--- config.mk ---
export PLATFORM = sky130hd
export DESIGN_NAME = tcw_engine
export DESIGN_NICKNAME = d
export VERILOG_FILES = /design/src/design/tcw_pkg.sv /design/src/design/tcw_engine.sv
export SDC_FILE = /design/constraint.sdc
export NUM_CORES = 1
export LEC_CHECK = 0
export ABC_AREA = 1
export BUFFER_PORTS_ARGS = -buffer_cell sky130_fd_sc_hd__clkbuf_2
export CORE_MARGIN = 2
export CORE_UTILIZATION = 55
export DETAILED_ROUTE_END_ITERATION = 12
export GPL_TIMING_DRIVEN = 0
export PLACE_DENSITY = 0.82
export SYNTH_ARGS = -nofsm -noshare
export SYNTH_HDL_FRONTEND = slang
export SYNTH_SLANG_ARGS = --single-unit
--- constraint.sdc ---
create_clock -name clk -period 6.8 [get_ports clk]
set_clock_uncertainty 0.15 [all_clocks]
set_input_delay 1.36 -clock clk [delete_from_list [all_inputs] [get_ports clk]]
set_output_delay 1.36 -clock clk [all_outputs]
set_load 0.02 [all_outputs]
--- src/design/tcw_pkg.sv ---
// tcw_pkg: screen geometry, field widths, action and character codes,
// and the structs shared by the text console writer modules.
// No dependencies.
package tcw_pkg;

  localparam int SCREEN_COLUMNS = 80;
  localparam int SCREEN_ROWS    = 25;
  localparam int CELL_COUNT     = SCREEN_COLUMNS * SCREEN_ROWS;
  localparam int MOVE_COUNT     = CELL_COUNT - SCREEN_COLUMNS;
  localparam int ADDR_W         = $clog2(CELL_COUNT);

  localparam int ACT_W  = 2;
  localparam int CODE_W = 8;
  localparam int COL_W  = 7;
  localparam int ROW_W  = 5;
  localparam int IDX_W  = 11;
  localparam int OFFS_W = 11;
  localparam int WORD_W = 16;
  localparam int ATTR_W = 8;

  localparam int IN_BITS  = CODE_W + COL_W + ROW_W + IDX_W;
  localparam int IN_W     = ((IN_BITS + 7) / 8) * 8;
  localparam int RES_BITS = COL_W + ROW_W + OFFS_W + WORD_W;
  localparam int OUT_W    = ((RES_BITS + 7) / 8) * 8;

  // actions
  localparam logic [ACT_W-1:0] ACT_PUT   = 2'd0;
  localparam logic [ACT_W-1:0] ACT_CLEAR = 2'd1;
  localparam logic [ACT_W-1:0] ACT_SET   = 2'd2;
  localparam logic [ACT_W-1:0] ACT_READ  = 2'd3;

  // character codes
  localparam logic [CODE_W-1:0] CH_BS    = 8'h08;
  localparam logic [CODE_W-1:0] CH_TAB   = 8'h09;
  localparam logic [CODE_W-1:0] CH_NL    = 8'h0A;
  localparam logic [CODE_W-1:0] CH_CR    = 8'h0D;
  localparam logic [CODE_W-1:0] CH_SPACE = 8'h20;
  localparam logic [CODE_W-1:0] CH_TOP   = 8'h7F;
  localparam int                TAB_STEP = 8;

  // configuration register indexes
  localparam int CFG_IDX_W = 1;
  localparam int CFG_W     = 8;
  localparam logic [CFG_IDX_W-1:0] CFG_ATTR   = 1'b0;
  localparam logic [CFG_IDX_W-1:0] CFG_ENABLE = 1'b1;

  typedef struct packed {
    logic [IDX_W-1:0]  cell_index;
    logic [ROW_W-1:0]  new_row;
    logic [COL_W-1:0]  new_col;
    logic [CODE_W-1:0] char_code;
  } item_t;

  typedef struct packed {
    logic [WORD_W-1:0] cell_word;
    logic [OFFS_W-1:0] cursor_offset;
    logic [ROW_W-1:0]  cursor_row;
    logic [COL_W-1:0]  cursor_col;
  } result_t;

  typedef struct packed {
    logic              we;
    logic [ADDR_W-1:0] waddr;
    logic [WORD_W-1:0] wdata;
    logic              re;
    logic [ADDR_W-1:0] raddr;
  } mem_req_t;

  function automatic logic [ADDR_W-1:0] cell_addr(input logic [ROW_W-1:0] row,
                                                  input logic [COL_W-1:0] col);
    cell_addr = ADDR_W'(int'(row) * SCREEN_COLUMNS + int'(col));
  endfunction

endpackage

--- src/design/tcw_engine.sv ---
// tcw_engine: sequencer, cursor and the shared address counter that walks
// the screen store for the reset clear, clear screen and scroll.
// Depends on tcw_pkg.
module tcw_engine import tcw_pkg::*; (
  input  logic              clk,
  input  logic              rst,
  input  logic              start,
  input  logic [ACT_W-1:0]  action,
  input  item_t             item,
  input  logic [ATTR_W-1:0] text_attr,
  input  logic              display_enable,
  input  logic              take,
  input  logic [WORD_W-1:0] rd_data,
  output mem_req_t          mem_req,
  output logic              idle,
  output logic              done,
  output result_t           result
);

  localparam logic [2:0] ST_INIT   = 3'd0;
  localparam logic [2:0] ST_IDLE   = 3'd1;
  localparam logic [2:0] ST_EXEC   = 3'd2;
  localparam logic [2:0] ST_SCROLL = 3'd3;
  localparam logic [2:0] ST_TAIL   = 3'd4;
  localparam logic [2:0] ST_FILL   = 3'd5;
  localparam logic [2:0] ST_FINISH = 3'd6;

  logic [2:0]        state;
  logic [ADDR_W-1:0] addr;
  logic [ADDR_W-1:0] pend_addr;
  logic              pend;
  logic              rd_ok;
  logic [COL_W-1:0]  col;
  logic [ROW_W-1:0]  row;
  logic [WORD_W-1:0] fill_word;
  logic [ACT_W-1:0]  act;
  item_t             it;

  // put-char decode
  logic [COL_W-1:0]  pc_col;
  logic [ROW_W:0]    pc_row;
  logic              pc_we;
  logic [ADDR_W-1:0] pc_addr;
  logic [WORD_W-1:0] pc_data;
  logic [COL_W:0]    tab_sum;
  logic [COL_W:0]    tab_col;
  logic              need_scroll;
  logic              idx_ok;
  logic [WORD_W-1:0] blank;

  assign blank   = {text_attr, CH_SPACE};
  assign tab_sum = {1'b0, col} + (COL_W+1)'(TAB_STEP);
  assign tab_col = tab_sum & ~(COL_W+1)'(TAB_STEP - 1);
  assign idx_ok  = 32'(it.cell_index) < CELL_COUNT;

  always_comb begin
    pc_col  = col;
    pc_row  = {1'b0, row};
    pc_we   = 1'b0;
    pc_addr = cell_addr(row, col);
    pc_data = {text_attr, it.char_code};
    if (it.char_code == CH_NL) begin
      pc_col = '0;
      pc_row = {1'b0, row} + 1'b1;
    end else if (it.char_code == CH_CR) begin
      pc_col = '0;
    end else if (it.char_code == CH_TAB) begin
      if (tab_col >= (COL_W+1)'(SCREEN_COLUMNS)) begin
        pc_col = '0;
        pc_row = {1'b0, row} + 1'b1;
      end else begin
        pc_col = tab_col[COL_W-1:0];
      end
    end else if (it.char_code == CH_BS) begin
      if (col != '0) begin
        pc_col  = col - 1'b1;
        pc_we   = 1'b1;
        pc_addr = cell_addr(row, col - 1'b1);
        pc_data = blank;
      end
    end else if (it.char_code >= CH_SPACE && it.char_code <= CH_TOP) begin
      pc_we = 1'b1;
      if ({1'b0, col} + 1'b1 >= (COL_W+1)'(SCREEN_COLUMNS)) begin
        pc_col = '0;
        pc_row = {1'b0, row} + 1'b1;
      end else begin
        pc_col = col + 1'b1;
      end
    end
  end

  assign need_scroll = pc_row >= (ROW_W+1)'(SCREEN_ROWS);

  // store port requests
  always_comb begin
    mem_req = '0;
    case (state)
      ST_INIT: begin
        mem_req.we    = 1'b1;
        mem_req.waddr = addr;
      end
      ST_FILL: begin
        mem_req.we    = 1'b1;
        mem_req.waddr = addr;
        mem_req.wdata = fill_word;
      end
      ST_EXEC: begin
        if (act == ACT_PUT && display_enable) begin
          mem_req.we    = pc_we;
          mem_req.waddr = pc_addr;
          mem_req.wdata = pc_data;
        end
        if (act == ACT_READ && idx_ok) begin
          mem_req.re    = 1'b1;
          mem_req.raddr = ADDR_W'(it.cell_index);
        end
      end
      ST_SCROLL: begin
        // read one line below, write back what was read last cycle
        mem_req.re    = 1'b1;
        mem_req.raddr = addr + ADDR_W'(SCREEN_COLUMNS);
        mem_req.we    = pend;
        mem_req.waddr = pend_addr;
        mem_req.wdata = rd_data;
      end
      ST_TAIL: begin
        mem_req.we = 1'b1;
        if (pend) begin
          mem_req.waddr = pend_addr;
          mem_req.wdata = rd_data;
        end else begin
          mem_req.waddr = addr;
          mem_req.wdata = fill_word;
        end
      end
      default: begin
        mem_req = '0;
      end
    endcase
  end

  always_ff @(posedge clk) begin
    if (rst) begin
      state <= ST_INIT;
      addr  <= '0;
      pend  <= 1'b0;
      rd_ok <= 1'b0;
      col   <= '0;
      row   <= '0;
    end else begin
      pend <= (state == ST_SCROLL);
      case (state)
        ST_INIT: begin
          addr <= addr + 1'b1;
          if (addr == ADDR_W'(CELL_COUNT - 1)) begin
            state <= ST_IDLE;
          end
        end
        ST_IDLE: begin
          if (start) begin
            act   <= action;
            it    <= item;
            state <= ST_EXEC;
          end
        end
        ST_EXEC: begin
          rd_ok <= (act == ACT_READ) && idx_ok;
          case (act)
            ACT_PUT: begin
              if (display_enable) begin
                col <= pc_col;
                if (need_scroll) begin
                  row       <= ROW_W'(SCREEN_ROWS - 1);
                  addr      <= '0;
                  fill_word <= blank;
                  state     <= ST_SCROLL;
                end else begin
                  row   <= pc_row[ROW_W-1:0];
                  state <= ST_FINISH;
                end
              end else begin
                state <= ST_FINISH;
              end
            end
            ACT_CLEAR: begin
              if (display_enable) begin
                col       <= '0;
                row       <= '0;
                addr      <= '0;
                fill_word <= blank;
                state     <= ST_FILL;
              end else begin
                state <= ST_FINISH;
              end
            end
            ACT_SET: begin
              if ({1'b0, it.new_col} < (COL_W+1)'(SCREEN_COLUMNS)) begin
                col <= it.new_col;
              end
              if ({1'b0, it.new_row} < (ROW_W+1)'(SCREEN_ROWS)) begin
                row <= it.new_row;
              end
              state <= ST_FINISH;
            end
            ACT_READ: begin
              state <= ST_FINISH;
            end
            default: begin
              state <= ST_FINISH;
            end
          endcase
        end
        ST_SCROLL: begin
          pend_addr <= addr;
          addr      <= addr + 1'b1;
          if (addr == ADDR_W'(MOVE_COUNT - 1)) begin
            state <= ST_TAIL;
          end
        end
        ST_TAIL: begin
          if (!pend) begin
            addr <= addr + 1'b1;
            if (addr == ADDR_W'(CELL_COUNT - 1)) begin
              state <= ST_FINISH;
            end
          end
        end
        ST_FILL: begin
          addr <= addr + 1'b1;
          if (addr == ADDR_W'(CELL_COUNT - 1)) begin
            state <= ST_FINISH;
          end
        end
        ST_FINISH: begin
          if (take) begin
            state <= ST_IDLE;
          end
        end
        default: begin
          state <= ST_IDLE;
        end
      endcase
    end
  end

  assign idle = (state == ST_IDLE);
  assign done = (state == ST_FINISH);

  always_comb begin
    result.cursor_col    = col;
    result.cursor_row    = row;
    result.cursor_offset = OFFS_W'(cell_addr(row, col));
    result.cell_word     = rd_ok ? rd_data : '0;
  end

endmodule

==> results.md, run 1 <==
* R2r setup slk at 3.09 ns
* Register-to-Register Path Depth at 16
* Core box area at 10320 um^2
* Share of synthesized registers carrying an async set or reset at 0%
* Vias at 5842
* Fin cells at 1047
* Post-synth top cells: 143 x nand2_1, 106 x inv_1, 76 x nand3_1, 52 x edfxtp_1
* Post-synthesis instance total at 750
* Compound-Gate Fraction of Synth Area at 15.47%
* CP arrival at 3.45 ns
* Number of global-route vias before repair at 5286
* CP most frequent cell: clkbuf_2
* RSZ-0062 raised after global routing: no
* Placement Rows at 37
* Dpl hpwl at 13130 um
* RePlAce Congestion at 0.9553
* Area Growth Syn to Fin at 19.43%
* Main flop type after synthesis: edfxtp_1
* Number of fill cells at 885
* Total wire length at 16490 um
* Power Dens Cells at 137.7 nW/um^2
* YS warnings at 0
* Top cells by area, synth: edfxtp_1 27%, dfxtp_1 9.6%, nand2_1 9.2%
* CP cell instances: clkbuf_2 -> nand2_1 -> nor2_1 -> inv_1 -> clkbuf_1 -> a21oi_1 -> o21ai_0 -> o211ai_1 -> clkbuf_2
* Post-route minimum period at 4.964 ns
* Buf+Inv Stages, Crit Path at 4
* Worst Max-Slew Pin Slew at 1.072 ns
* Area of the mapped netlist at 5833 um^2
* Slowest cell delay on critical path at 0.67 ns
* Fin nets at 998
* RR Startpoint: col[4]
* Syn avg cell area at 7.777 um^2
* Most common cell in the netlist: nand2_1
* Post-synthesis sequential area ratio at 36.38%
* Synth area leader: edfxtp_1
* Post-synth cell types at 52
* Post_cts resized at 0
* P_leak at 0.003248 uW
* Cells on Worst Hold Path at 0
* NetSw at 214.9 uW
* Grt total ovfl at 0
* N_diodes at 0
* Die W at 107.0 um
* TritonRoute pass-1 iters at 6
* Mux cell area share after synthesis at 0%
* Max_cap viols at 0
* Worst setup path category: primary input to primary output
* Gr usage total at 29.34%
* Clk sinks at 80
* Yosys reg bits at 80
* Outcome: complete, no violations
* Post-synthesis simple-gate area fraction at 27.24%
* Final Max Tran Viols at 0
* Setup violations, final at 0
* IO Count at 143
* Drt drc at 0
* Critical-path maximum fanout at 10
* Sequential cell area at 2122 um^2
* Post-CTS Setup Bufs at 0
* CP top delay family: buffers and inverters
* Antenna Violating Nets Remaining at 0
* Port bufs at 142
* CP endpoint kind: primary output
* Area of the multi-input gates at 3113 um^2
* Hold WC Path Type: register to register
* First-pass GRT wire length at 26360 um
* Maximum clock insertion buffer count at 2
* Xor/xnor share of the synthesized area at 3.732%
* Cell count after placement at 1031
* Hold buffer count at CTS at 0
* Final period util at 73.00%
* Internal at 744.3 uW
* Die Area at 11450 um^2
* Setup TNS at 0 ns
* Clock power share at 41.9%
* Post-synth EDFFs at 52
* TritonCTS Buffers at 9
* Sw frac at 22.41%
* Initial antenna violation count at 0
* Hold EP: pend_addr[7]
* Slowest-stage cell, CP: nor2_1
* Worst reg2reg endpoint: fill_word[14]
* Comb power frac at 4.0%
* Starting Density at 56.50%
* CTS root buf: clkbuf_8
* Initial DRC count at 603
* FMAX at 201.4 MHz
* Clock latency on the worst-skew pair at 0.36 ns
* CP Launch Type: primary input
* Worst slew margin at 27.97%
* Clk pin slew, worst setup/hold paths at 0.10 ns
* Seq pwr share at 54.1%
* CTS tree: yes
* Share of layout cells above drive strength 1 at 26.23%
* Die Y at 107.0 um
* Area share of the largest cell type after synthesis at 26.77%
* Vias per cell at 5.580
* Routed length per instance at 15.75 um
* Final hold vios at 0
* H-tree levels at 3
* VDD IR-drop max at 0.1614 mV
* Largest family of logic cells by synthesized area: simple AND/OR/NAND/NOR gates
* Post-Syn Nets at 842
* Pin count of the biggest net entering global routing at 16
* Synth Area in Adders at 6.821%
* CP Data Required Time at 5.29 ns
* Worst hold path startpoint: addr[7]
## worst max-delay path by stage
| stage | start | endpoint | slack (ns) | cells after the start |
|---|---|---|---|---|
| 5_1_grt | display_enable | mem_req[29] | 1.66 | 9 |
| 2_1_floorplan | rst | act[0] | 1.47 | 1 |
| 3_5_place_dp | display_enable | mem_req[29] | 1.92 | 9 |
| 6_report | display_enable | mem_req[29] | 1.84 | 9 |
| 3_3_place_gp | rst | it[11] | 0.09 | 2 |
| 4_1_cts | display_enable | mem_req[29] | 1.91 | 9 |
## routing by layer
| layer | GRT usage, % | part of all wire [%] | routed length [um] | vias to the layer above |
|---|---|---|---|---|
| met5 | 0 | 0 | 0 | - |
| met4 | 7.792 | 2.0 | 327 | 0 |
| met3 | 6.505 | 11 | 1859 | 32 |
| met2 | 46.50 | 45 | 7354 | 344 |
| met1 | 40.75 | 42 | 6949 | 2603 |
| li1 | - | - | - | 2863 |
## flip-flops by register name (all words and copies together) (netlist names)
name	cells
col	7
pend_addr	11
rd_ok	1
row	5
pend	1
addr	11
fill_word	8
it	31
act	2
state	3
## through the flow
step | area (um^2) | utilization [%] | hold slack [ns] | power, uW | worst slack [ns]
floorplan | 5833 | - | 0.2529 | 542.5 | 1.472
global route | 6967 | 67.48 | 0.3273 | 987.1 | 1.659
CTS | 6967 | 67.48 | 0.3104 | 960.9 | 1.913
global placement | 6714 | 65.03 | 0.2896 | 567.1 | 0.09308
finish | 6967 | 67.48 | 0.3021 | 959.2 | 1.836
detailed placement | 6746 | 65.35 | 0.2902 | 567.9 | 1.916
## worst register-to-register path, stage by stage (launching register included)
cell,delay [ns]
dfxtp_1,0.58
inv_1,0.23
ha_1,0.36
or2_2,0.30
o21ai_2,0.19
nand2_4,0.11
nand2_1,0.08
nand3_1,0.06
nand2_1,0.08
inv_1,0.04
nand2_1,0.04
nand2_1,0.10
a21oi_2,0.14
nand2_2,0.08
nand3_2,0.07
nand3_1,0.13
nor2_1,0.60
## power by group through the flow
stage                     combinational, uW  sequential [uW]  clock [uW]
after global routing                   42.3              519         425
after detailed placement               37.7              530           0
after global placement                 37.0              530           0
after floorplan                        13.0              530           0
final                                  38.1              519         402
after CTS                              38.0              519         404
## cell type report
| class | instances | share of cell area (%) |
|---|---|---|
| plain buffers | 26 | 2.137 |
| clock buffers | 10 | 1.832 |
| clock inverters | 6 | 1.329 |
| inverters | 120 | 6.537 |
| multi-input cells | 524 | 44.68 |
| flip-flops and latches | 80 | 30.46 |
| well taps | 136 | 2.443 |
| repair buffers | 145 | 10.58 |
## logic make-up (layout without fill, tap and decap cells)
| group | Yosys count | after routing |
|---|---|---|
| flops | 80 | 80 |
| fa+ha+maj | 30 | 30 |
| xor+xnor | 24 | 24 |
| simple gates | 329 | 329 |
| buf+inv | 146 | 307 |
| compound gates | 141 | 141 |
## cells in the final DEF (no fill, tap or decap), types with 4 or more instances in the layout
cell type,n
a21oi_1,44
a21oi_2,11
a221oi_1,5
a31oi_1,4
buf_2,4
buf_4,10
clkbuf_1,14
clkbuf_2,142
clkbuf_8,9
dfxtp_1,28
edfxtp_1,52
ha_1,27
inv_1,106
inv_2,11
nand2_1,143
nand2_2,20
nand2_4,5
nand3_1,76
nand4_1,10
nor2_1,44
nor3_1,8
nor4_1,4
o211ai_1,10
o21ai_0,31
o221ai_1,5
o22ai_1,8
o2bb2ai_1,5
or2_2,4
xnor2_1,4
xor2_1,19
Power figures use the tool's default switching activity.
==> run 2: changes to the inputs <==
==> constraint.sdc (replaced) <==
create_clock -name clk -period 4.68 [get_ports clk]
set_clock_uncertainty 0.15 [all_clocks]
set_input_delay 0.936 -clock clk [delete_from_list [all_inputs] [get_ports clk]]
set_output_delay 0.936 -clock clk [all_outputs]
set_load 0.02 [all_outputs]
==> results.md, run 2 (synthesis gave the netlist of run 1 again) <==
* Hold buffer count at CTS at 0
* Dpl hpwl at 13080 um
* TritonCTS Buffers at 9
* Area Growth Syn to Fin at 19.61%
* Share of layout cells above drive strength 1 at 26.26%
* Total wire length at 16670 um
* Number of fill cells at 920
* First-pass GRT wire length at 26810 um
* Post_cts resized at 0
* Final period util at 94.82%
* Initial antenna violation count at 0
* Power Dens Cells at 200.7 nW/um^2
* NetSw at 318.5 uW
* Max_cap viols at 0
* Post-route minimum period at 4.437 ns
* Sw frac at 22.75%
* Initial DRC count at 543
* Area of the multi-input gates at 3122 um^2
* P_leak at 0.003245 uW
* Gr usage total at 29.80%
* FMAX at 225.4 MHz
* Worst setup path category: register to primary output
* Final hold vios at 0
* Die Area at 11450 um^2
* Pre-CTS WS at 0.5745 ns
* Final Max Tran Viols at 0
* Sequential cell area at 2123 um^2
* Clk pin slew, worst setup/hold paths at 0.09 ns
* Placement Rows at 37
* Worst Max-Slew Pin Slew at 0.9126 ns
* Core box area at 10320 um^2
* Drt drc at 0
* Seq pwr share at 53.9%
* H-tree levels at 3
* Port bufs at 142
* Die W at 107.0 um
* CTS root buf: clkbuf_8
* Clock power share at 42.1%
* Fin nets at 997
* Most common cell after layout, fill and taps aside: nand2_1
* TritonRoute pass-1 iters at 7
* CP arrival at 3.35 ns
* Post-CTS Setup Bufs at 0
* CP endpoint kind: primary output
* Hold WC Path Type: register to register
* Die Y at 107.0 um
* RePlAce Congestion at 0.9988
* IO Count at 143
* N_diodes at 0
* VDD IR-drop max at 0.1782 mV
* Maximum clock insertion buffer count at 2
* CP Launch Type: register
* Worst reg2reg endpoint: fill_word[10]
* R2r setup slk at 1.11 ns
* Worst hold path startpoint: addr[7]
* Routed length per instance at 15.94 um
* RSZ-0062 raised after global routing: no
* Pin count of the biggest net entering global routing at 17
* Most frequent cells in the layout: 143 x nand2_1, 142 x clkbuf_2, 106 x inv_1
* Setup violations, final at 0
* Number of global-route vias before repair at 5478
* Vias per cell at 5.642
* Starting Density at 56.50%
* Max reg flops at 31
* Outcome: complete, no violations
* Critical-path maximum fanout at 9
* Regs by FF count: it (31), addr (11), pend_addr (11)
* Setup TNS at 0 ns
* Clock latency on the worst-skew pair at 0.37 ns
* Clk sinks at 80
* Hold EP: pend_addr[7]
* Grt total ovfl at 0
* Internal at 1081 uW
* Final WS setup at 0.2426 ns
* Comb power frac at 4.0%
* Antenna Violating Nets Remaining at 0
* CP Data Required Time at 3.59 ns
* RR Startpoint: col[3]
* Vias at 5902
* Register-to-Register Path Depth at 17
* Worst slew margin at 38.94%
* Top reg by flops: it
* Cells on Worst Hold Path at 0
* CTS tree: yes
==> run 2: cell types whose count changed in the layout (fill, tap and decap cells not counted), sizes merged <==
cell | before | now
buf | 16 | 15
==> run 2: per-stage QoR <==
stage	hold slack, ns	utilization [%]	area, um^2	std cells	total power, uW
global route	0.3354	67.58	6977	1046	1431
floorplan	0.2529	-	5839	750	788.4
detailed placement	0.3046	65.43	6755	1030	825.9
global placement	0.3053	65.10	6720	1028	824.1
finish	0.3391	67.58	6977	1046	1400
CTS	0.3254	67.57	6975	1046	1396
==> run 2: power by group through the flow <==
stage / clock network (uW) / registers (uW) / logic [uW]
2_1_floorplan: 0 / 769 / 19.0
6_report: 590 / 754 / 56.0
4_1_cts: 586 / 754 / 55.8
3_3_place_gp: 0 / 770 / 53.8
5_1_grt: 615 / 754 / 61.5
3_5_place_dp: 0 / 770 / 55.6
==> run 2: layer usage <==
| metal | part of all wire, % | up-vias | GRT usage (%) |
|---|---|---|---|
| met5 | 0 | - | 0 |
| met4 | 2.4 | 0 | 9.833 |
| met3 | 9.3 | 42 | 5.532 |
| met2 | 44 | 304 | 48.13 |
| met1 | 44 | 2706 | 40.49 |
| li1 | - | 2850 | - |
==> run 2: critical path, cell delays in order, from the launching register on <==
cell and delay (ns):
dfxtp_1 0.41, buf_4 0.21, inv_1 0.10, ha_1 0.20
nand2_1 0.08, nand3_1 0.07, nand2_1 0.16, inv_1 0.11
fa_1 0.44, o21ai_0 0.30, nand3_1 0.14, xnor2_1 0.15
o311ai_0 0.37, clkbuf_2 0.24
==> run 2: worst max-delay path by stage <==
| stage | start | to | slack [ns] | cells past startpoint |
|---|---|---|---|---|
| 5_1_grt | col[1] | mem_req[38] | 0.04 | 13 |
| 6_report | col[3] | mem_req[38] | 0.24 | 13 |
| 3_3_place_gp | rst | it[8] | 0.33 | 2 |
| 3_5_place_dp | col[4] | mem_req[38] | 0.57 | 12 |
| 2_1_floorplan | col[0] | mem_req[38] | 0.55 | 12 |
| 4_1_cts | col[4] | mem_req[38] | 0.20 | 12 |
==> run 2: final cells by class <==
class	count	share of cell area [%]
buffer	26	2.134
clock buffer	10	1.829
clock inverter	6	1.327
inverter	120	6.528
multi-input combinational	524	44.75
sequential	80	30.43
tap	136	2.439
timing repair buffer	144	10.56
==> run 3: changes to the inputs <==
--- a/config.mk
+++ b/config.mk
@@ -12,6 +12,7 @@
 export DETAILED_ROUTE_END_ITERATION = 12
 export GPL_TIMING_DRIVEN = 0
 export PLACE_DENSITY = 0.82
+export RECOVER_POWER = 25
 export SYNTH_ARGS = -nofsm -noshare
 export SYNTH_HDL_FRONTEND = slang
 export SYNTH_SLANG_ARGS = --single-unit
==> results.md, run 3 (synthesis gave the netlist of run 1 again) <==
* Final hold vios at 0
* Buf+Inv Stages, Crit Path at 4
* R2r setup slk at 1.11 ns
* CP endpoint kind: primary output
* CP cell instances: buf_4 -> inv_1 -> ha_1 -> nand2_1 -> nand3_1 -> nand2_1 -> inv_1 -> fa_1 -> o21ai_0 -> nand3_1 -> xnor2_1 -> o311ai_0 -> clkbuf_2
* Die Area at 11450 um^2
* Post-CTS Setup Bufs at 0
* Worst slew margin at 39.37%
* CP Data Required Time at 3.59 ns
* Die Y at 107.0 um
* Regs by FF count: it (31), addr (11), pend_addr (11)
* Fin cells at 1046
* Starting Density at 56.50%
* Vias per cell at 5.639
* Clk pin slew, worst setup/hold paths at 0.09 ns
* Share of layout cells above drive strength 1 at 25.49%
* CP arrival at 3.34 ns
* Area after DPL at 6755 um^2
* Routed length per instance at 15.89 um
* Final Max Tran Viols at 0
* FMAX at 225.8 MHz
* RSZ-0062 raised after global routing: no
* Die W at 107.0 um
* Outcome: complete, no violations
* CP startpoint: col[3]
* Worst setup path category: register to primary output
* Port bufs at 142
* Grt total ovfl at 0
* Critical-path maximum fanout at 9
* Final period util at 94.64%
* H-tree levels at 3
* Cell count after placement at 1030
* Placement Rows at 37
* VDD IR-drop max at 0.1781 mV
* First-pass GRT wire length at 26810 um
* Clk sinks at 80
* Worst hold path startpoint: addr[7]
* Total wire length at 16620 um
* N_diodes at 0
* Fin nets at 997
* CTS root buf: clkbuf_8
* TritonCTS Buffers at 9
* Dpl hpwl at 13080 um
* TritonRoute pass-1 iters at 5
* Antenna Violating Nets Remaining at 0
* Clock latency on the worst-skew pair at 0.37 ns
* RR Startpoint: col[3]
* Most common cell after layout, fill and taps aside: nand2_1
* CP top delay family: compound AO/OA/AOI/OAI gates
* Vias at 5898
* Setup TNS at 0 ns
* Worst Max-Slew Pin Slew at 0.9061 ns
* Gr usage total at 29.80%
* Maximum clock insertion buffer count at 2
* Core box area at 10320 um^2
* Post-route design area at 6968 um^2
* Top reg by flops: it
* Power Dens Cells at 201.4 nW/um^2
* Area Growth Syn to Fin at 19.46%
* Slowest-stage cell, CP: fa_1
* Setup violations, final at 0
* Max reg flops at 31
* CP Launch Type: register
* Max_cap viols at 0
* Post-route minimum period at 4.429 ns
* Hold WC Path Type: register to register
* P_leak at 0.003225 uW
* Slowest cell delay on critical path at 0.44 ns
* Most frequent cells in the layout: 143 x nand2_1, 135 x clkbuf_2, 106 x inv_1
* Pin count of the biggest net entering global routing at 17
* Drt drc at 0
* CTS tree: yes
* Initial DRC count at 534
* Number of global-route vias before repair at 5478
* RePlAce Congestion at 0.9988
* IO Count at 143
* Initial antenna violation count at 0
* Overall power at 1403 uW
run 3: cell counts in the layout (fill, tap and decap cells not counted):
Identical to the previous run, type by type.
run 3: worst register-to-register path: stages (launching register included):
cell	delay, ns
dfxtp_1	0.41
buf_4	0.21
inv_1	0.10
ha_1	0.32
or2_2	0.30
o21ai_2	0.19
nand2_4	0.11
nand2_1	0.08
nand3_1	0.06
nand2_1	0.08
inv_1	0.04
nand2_1	0.04
nand2_1	0.11
a21oi_2	0.14
nand2_2	0.08
nand3_2	0.07
nand3_1	0.12
nor2_1	0.60
run 3: where the power goes:
| group | internal (uW) | leakage [uW] | switching (uW) |
|---|---|---|---|
| registers | 751 | 0.000696 | 3.53 |
| logic | 25.5 | 0.00242 | 29.9 |
| clock network | 305 | 0.000104 | 289 |
| total | 1080 | 0.00322 | 322 |
run 3: final cells by class:
class | instances | area, um^2
clock inverter | 6 | 92.59
buffer | 26 | 148.9
tap | 136 | 170.2
multi-input combinational | 524 | 3122
fill | 921 | 3356
timing repair buffer | 144 | 728.2
inverter | 120 | 455.4
sequential | 80 | 2123
clock buffer | 10 | 127.6
run 3: worst paths after layout:
path	to	depth (start not counted)
worst max-delay path	mem_req[38]	13
worst min-delay path	pend_addr[7]	0
worst max register to register	fill_word[9]	17
worst min register to register	pend_addr[7]	0
run 3: repair_timing:
action / in CTS / in global routing
gates resized for setup: 0 / 1
setup endpoints to repair: 0 / 1
hold buffers: 0 / 0
run 3: routing by layer:
layer	GRT usage, %	share of wire [%]	vias to the layer above
met5	0	0	-
met3	5.532	10	41
li1	-	-	2851
met2	48.13	44	316
met4	9.833	2.4	0
met1	40.49	43	2690
run 3: stage by stage:
stage	setup WS [ns]	util, %	hold WS, ns
floorplan	0.5483	-	0.2529
global placement	0.3340	65.10	0.3053
detailed placement	0.5745	65.43	0.3046
CTS	0.1969	67.57	0.3254
global route	0.03870	67.49	0.3354
finish	0.2507	67.49	0.3400
